File: src/hdl/hvd_pkg.sv
// haversine distance package: widths, cordic arctangent table, shared constants
// no dependencies; imported by every module of the haversine distance core
package hvd_pkg;

  localparam int unsigned CordicSteps = 30;
  localparam int unsigned QBits       = 30;
  localparam int unsigned SqrtSteps   = 31;
  localparam logic [31:0] CordicInvGain = 32'd652032874;
  localparam logic [31:0] DegToRadQ36   = 32'd1199381129;
  localparam logic [32:0] DistMax       = 33'h1_FFFF_FFFF;

  // cordic datapath width, signed
  localparam int unsigned CW = 34;

  typedef logic signed [CW-1:0] cval_t;

  // arctangent of 2^-i in q30
  function automatic cval_t atan_lut(input int unsigned i);
    logic [31:0] v;
    case (i)
      0:  v = 32'h3243F6A8;  1: v = 32'h1DAC6705;  2: v = 32'h0FADBAFC;
      3:  v = 32'h07F56EA6;  4: v = 32'h03FEAB76;  5: v = 32'h01FFD55B;
      6:  v = 32'h00FFFAAA;  7: v = 32'h007FFF55;  8: v = 32'h003FFFEA;
      9:  v = 32'h001FFFFD; 10: v = 32'h000FFFFF; 11: v = 32'h0007FFFF;
      12: v = 32'h0003FFFF; 13: v = 32'h0001FFFF; 14: v = 32'h0000FFFF;
      15: v = 32'h00007FFF; 16: v = 32'h00003FFF; 17: v = 32'h00001FFF;
      18: v = 32'h00000FFF; 19: v = 32'h000007FF; 20: v = 32'h000003FF;
      21: v = 32'h000001FF; 22: v = 32'h000000FF; 23: v = 32'h0000007F;
      24: v = 32'h0000003F; 25: v = 32'h0000001F; 26: v = 32'h0000000F;
      27: v = 32'h00000008; 28: v = 32'h00000004; 29: v = 32'h00000002;
      default: v = 32'h0;
    endcase
    return cval_t'(v);
  endfunction

endpackage

File: src/hdl/hvd_sqrt.sv
// pipelined integer floor square root of a 62-bit value, one result bit a stage
// restoring digit-recurrence; uses hvd_pkg
module hvd_sqrt import hvd_pkg::*; (
  input  logic        clk_i,
  input  logic        en_i,
  input  logic [61:0] v_i,
  output logic [30:0] root_o
);

  logic [61:0] rem_q  [SqrtSteps+1];
  logic [30:0] res_q  [SqrtSteps+1];
  logic [61:0] src_q  [SqrtSteps+1];

  always_ff @(posedge clk_i) begin
    if (en_i) begin
      rem_q[0] <= '0;
      res_q[0] <= '0;
      src_q[0] <= v_i;
    end
  end

  // each stage brings down two bits and tries the next root bit
  for (genvar i = 0; i < SqrtSteps; i++) begin : g_bit
    logic [63:0] cur, trial;
    assign cur   = {rem_q[i], src_q[i][61:60]};
    assign trial = {31'd0, res_q[i], 2'b01};
    always_ff @(posedge clk_i) begin
      if (en_i) begin
        if (cur >= trial) begin
          rem_q[i+1] <= 62'(cur - trial);
          res_q[i+1] <= {res_q[i][29:0], 1'b1};
        end else begin
          rem_q[i+1] <= 62'(cur);
          res_q[i+1] <= {res_q[i][29:0], 1'b0};
        end
        src_q[i+1] <= {src_q[i][59:0], 2'b00};
      end
    end
  end

  assign root_o = res_q[SqrtSteps];

endmodule

File: config.mk
export PLATFORM = sky130hd
export DESIGN_NAME = hvd_sqrt
export DESIGN_NICKNAME = d
export VERILOG_FILES = /design/src/hdl/hvd_pkg.sv /design/src/hdl/hvd_sqrt.sv
export SDC_FILE = /design/constraint.sdc
export NUM_CORES = 2
export LEC_CHECK = 0
export BUFFER_PORTS_ARGS = -buffer_cell sky130_fd_sc_hd__buf_2
export CAP_MARGIN = 25
export CORE_ASPECT_RATIO = 1.75
export CORE_UTILIZATION = 42
export DETAILED_ROUTE_END_ITERATION = 6
export GPL_ROUTABILITY_DRIVEN = 0
export GPL_TIMING_DRIVEN = 0
export HOLD_SLACK_MARGIN = 0.06
export PLACE_DENSITY = 0.54
export SLEW_MARGIN = 15
export SYNTH_ARGS = -nofsm -noshare
export SYNTH_HDL_FRONTEND = slang
export SYNTH_MEMORY_MAX_BITS = 65536
export SYNTH_SLANG_ARGS = --single-unit
File: constraint.sdc
create_clock -name clk_i -period 6.4 [get_ports clk_i]
set_input_delay 1.28 -clock clk_i [delete_from_list [all_inputs] [get_ports clk_i]]
set_output_delay 1.28 -clock clk_i [all_outputs]
set_load 0.005 [all_outputs]
Yosys cells after proc, flatten, opt, wreduce, memory -nomap -nowiden
Memories as Yosys holds them, arrays and structs flattened. Cells that the tools add are included. Widths: inputs -> output; s select.

Bits in registers: 0. Bits in writable memories: 4960. Bits of input ports: 64. Logic and storage cells: 377. Memories: 3.

Memories: rem_q (words 32, width 62, rd ports 31, clocked after Yosys merged registers in 0, write ports 32, line hvd_sqrt.sv:10) `logic [61:0] rem_q [SqrtSteps+1];`; src_q (words 32, width 62, rd ports 31, clocked after Yosys merged registers in 0, write ports 32, line hvd_sqrt.sv:12) `logic [61:0] src_q [SqrtSteps+1];`; res_q (words 32, width 31, rd ports 32, clocked after Yosys merged registers in 0, write ports 32, line hvd_sqrt.sv:11) `logic [30:0] res_q [SqrtSteps+1];`.

$add $sub $neg: 31. Order comparisons: 31. Mux-type cells: 250. Bitwise logic cells: 62.

Operators with widths (number): $ge 64x33->1 (31); $mux 62 (31); $sub 62x33->62 (31); $mux 31 (31); $mux 1 (188); $or 1x1->1 (62).

Logic depth before layout (Yosys ltp)
An unclocked memory read counts as a cell.

Depth after elaboration: 6. Depth in mapped cells: 15. Gate-level depth less buffers: 13.

Worst setup path before layout
Ideal clock, no wire load.

Kind: input -> register. From: input port en_i. To: memory rem_q[30][0], in the netlist rem_q[1][868], enable pin. Library setup time: 0.483 ns. Data arrival time: 4.556 ns. Data required time: 5.917 ns. Path slack: 1.361 ns. Stages on the path: 4. Path buffers: 4. Path through: clkbuf_1 > clkbuf_1 > clkbuf_1 > clkbuf_1.

RTL lines: start, declared (line hvd_sqrt.sv:5) `input logic en_i,`; end, declared (line hvd_sqrt.sv:10).

==> summary.md <==
| Metric | Value |
|---|---|
| Outcome | complete, no violations |
| Final ANT Viol Nets | 0 |
| Yosys warns | 0 |
| Die area | 370000 um2 |
| Post-DP HPWL | 321000 um |
| MaxCap Viol Count | 0 |
| CP Max Fanout | 71 |
| Slew headroom | 0.185 |
| I/O pin cnt | 95 |
| Hold Vio Cnt, Final | 0 |
| Vias in the first global route | 104000 |
| Total gr overflow | 0 |
| Number of synthesized flops with an enable pin | 3240 |
| Root buffer cell | clkbuf_16 |
| Post-synth ARST share | 0 |
| Multi-input gate area | 53600 um2 |
| Nets@finish | 13400 |
| FF/Latch Area | 97300 um2 |
| Starting density of the core | 0.422 |
| Final Skew | 62.0 ps |
| Vias per inst | 5.49 |
| Min cycle time layout | 6130 ps |
| Die X | 460 um |
| CTS max path bufs | 4 |
| Total Routing Usage GR | 0.219 |
| Post-layout util | 0.474 |
| Worst hold path type | reg -> reg |
| Pleak | 0.0626 uW |
| Seq/Total Area, Yosys | 0.631 |
| CTS Buf Count | 320 |
| WL per Instance | 23.0 um |
| First-pass GRT wire length | 607000 um |
| Layout cells sized above 1 | 0.0737 |
| Fillcell total | 32200 |
| Via count | 98500 |
| Clk pin slew, worst setup/hold paths | 60 ps |
| Mapped Cells | 12200 |
| Initial antenna violation count | 11 |
| Layout Area Growth over Synthesis | 12.5% |
| CTS tree | yes |
| Critical Path AT | 6760 ps |
| CTS sink count | 3241 |
| Post-Route WL | 412000 um |
| Core Area | 366000 um2 |
| H-tree Lvls | 5 |
| Top FF cell, synth | edfxtp_1 |
| DRC Markers | 0 |
| Clk Latency, worst-skew pair | 960 ps |
| Flops & latches, synth | 3241 |
| Yosys cell types | 101 |
| Cts hold-fix bufs | 0 |
| Startpoint type of the worst setup path | primary input |
| Pin count of the biggest net entering global routing | 152 |
| Initial DRT Pass Iterations | 6 |
| Part of the cycle the worst path needs | 0.957 |
| # port buffers | 94 |
| Total Power | 59500 uW |
| RSZ-0062 raised after global routing | no |
| Die Y | 804 um |
| Cell Pwr Density | 343 nW/um2 |
| F_max | 163 MHz |
| Syn nets | 12800 |
| Final Max Slew Viols | 0 |
| Violation count after the first detailed-route iteration | 5751 |
| Final setup fails | 0 |
| Mapped Area | 154000 um2 |
| Max VDD drop | 0.233 mV |
| Num rows | 294 |
| Required time worst endpoint | 7040 ps |
| Syn avg cell area | 12.6 um2 |
| WS Path Type | in -> reg |
| Slew @ Worst Pin | 1200 ps |
| Crit. End Element | register |
[flip-flops by register name, summed over array words and instances, names as in the netlist]
register	flops
src_q	992
rem_q	1753
res_q	496
[final cells by class]
| cell class | instances | share of cell area |
|---|---|---|
| antenna | 24 | 0.000346 |
| buffer | 257 | 0.00650 |
| clock buffer | 378 | 0.0487 |
| clock inverter | 201 | 0.0128 |
| inverter | 676 | 0.0146 |
| multi-input combinational | 8069 | 0.309 |
| sequential | 3241 | 0.561 |
| tap | 4884 | 0.0352 |
| timing repair buffer | 196 | 0.0118 |
[per-stage QoR]
| step | setup TNS, ps | instance area, um2 | setup slack (ps) | hold slack (ps) | std cells |
|---|---|---|---|---|---|
| 2_1_floorplan | 0 | 154000 | 1360 | 400 | 12200 |
| 3_3_place_gp | - | 161000 | -19450 | 400 | 17200 |
| 3_5_place_dp | -2487530 | 162000 | -2880 | 405 | 17300 |
| 4_1_cts | 0 | 173000 | 89.8 | 378 | 17900 |
| 5_1_grt | 0 | 173000 | 39.9 | 402 | 17900 |
| 6_report | 0 | 173000 | 274 | 376 | 17900 |
[critical path, stage by stage]
cell and delay (ps):
buf_16 250, buf_16 330, buf_16 350, buf_16 360, clkbuf_4 480, clkbuf_2 360
buf_12 220, nor4b_2 480, buf_6 220, and3_1 350, nand4b_1 480, nor3_4 520
clkbuf_1 380, o21ai_0 270
[what timing repair did]
action | 4_1_cts | 5_1_grt
buffers inserted | 3 | 0
gates resized for setup | 10 | 4
endpoints found under the hold margin | 0 | 0
endpoints found under the setup margin | 845 | 8
pin swaps | 1 | 0
cloned | 4 | 0
[synthesized netlist by cell type, drive strengths merged, types with 249 or more instances]
| cell type | instances | area share |
|---|---|---|
| edfxtp | 3240 | 0.63 |
| xor2 | 902 | 0.051 |
| xnor2 | 624 | 0.035 |
| a21oi | 459 | 0.015 |
| nor3 | 530 | 0.017 |
| nor2 | 807 | 0.020 |
| nor4 | 289 | 0.012 |
| nand3 | 249 | 0.0081 |
| ha | 530 | 0.043 |
| o21ai | 595 | 0.019 |
| nand2 | 985 | 0.024 |
| inv | 676 | 0.016 |
[kinds of logic (layout without fill, tap and decap cells)]
group | after synthesis | in the layout | share of synthesized area
AOI/OAI and AO/OA | 1883 | 1883 | 0.0766
xor gates and xnor gates | 1526 | 1526 | 0.0867
adders and majority gates | 530 | 530 | 0.0430
buffers and inverters | 935 | 1708 | 0.0231
DFF | 3241 | 3241 | 0.631
muxes | 49 | 49 | 0.00350
other | 0 | 24 | 0
and+or+nand+nor | 4081 | 4081 | 0.136
[path summary, 6_finish.rpt]
path | slack, ps | end | from | cells after the start
setup / recovery | 270 | rem_q[0][874] | en_i | 14
hold / removal | 380 | src_q[0][867] | src_q[0][803] | 0
setup reg to reg | 740 | rem_q[1][487] | src_q[1][433] | 11
hold reg to reg | 380 | src_q[0][867] | src_q[0][803] | 0
[report_power, final]
| group | switching (uW) | internal (uW) | total (uW) |
|---|---|---|---|
| registers | 1820 | 26500 | 28300 |
| logic | 7380 | 4410 | 11800 |
| clock network | 8210 | 11200 | 19400 |
[cell usage in the layout, fill, tap and decap left out, drive strengths merged, types with 240 or more instances in the layout]
cell type / instances
clkbuf: 608
or3: 240
edfxtp: 3240
ha: 530
nor3: 530
xor2: 902
inv: 693
nor4: 289
nand2: 985
o21ai: 595
nand3: 249
xnor2: 624
a21oi: 459
nor2: 807
[routing by layer]
metal / share of wire / track usage / up-vias
met4: 0.11 / 0.212 / 0
met5: 0 / 0 / -
li1: - / - / 46500
met2: 0.59 / 0.457 / 2685
met1: 0.27 / 0.155 / 47800
met3: 0.033 / 0.0300 / 1466
Note: power is estimated with default switching activity, not from simulation.
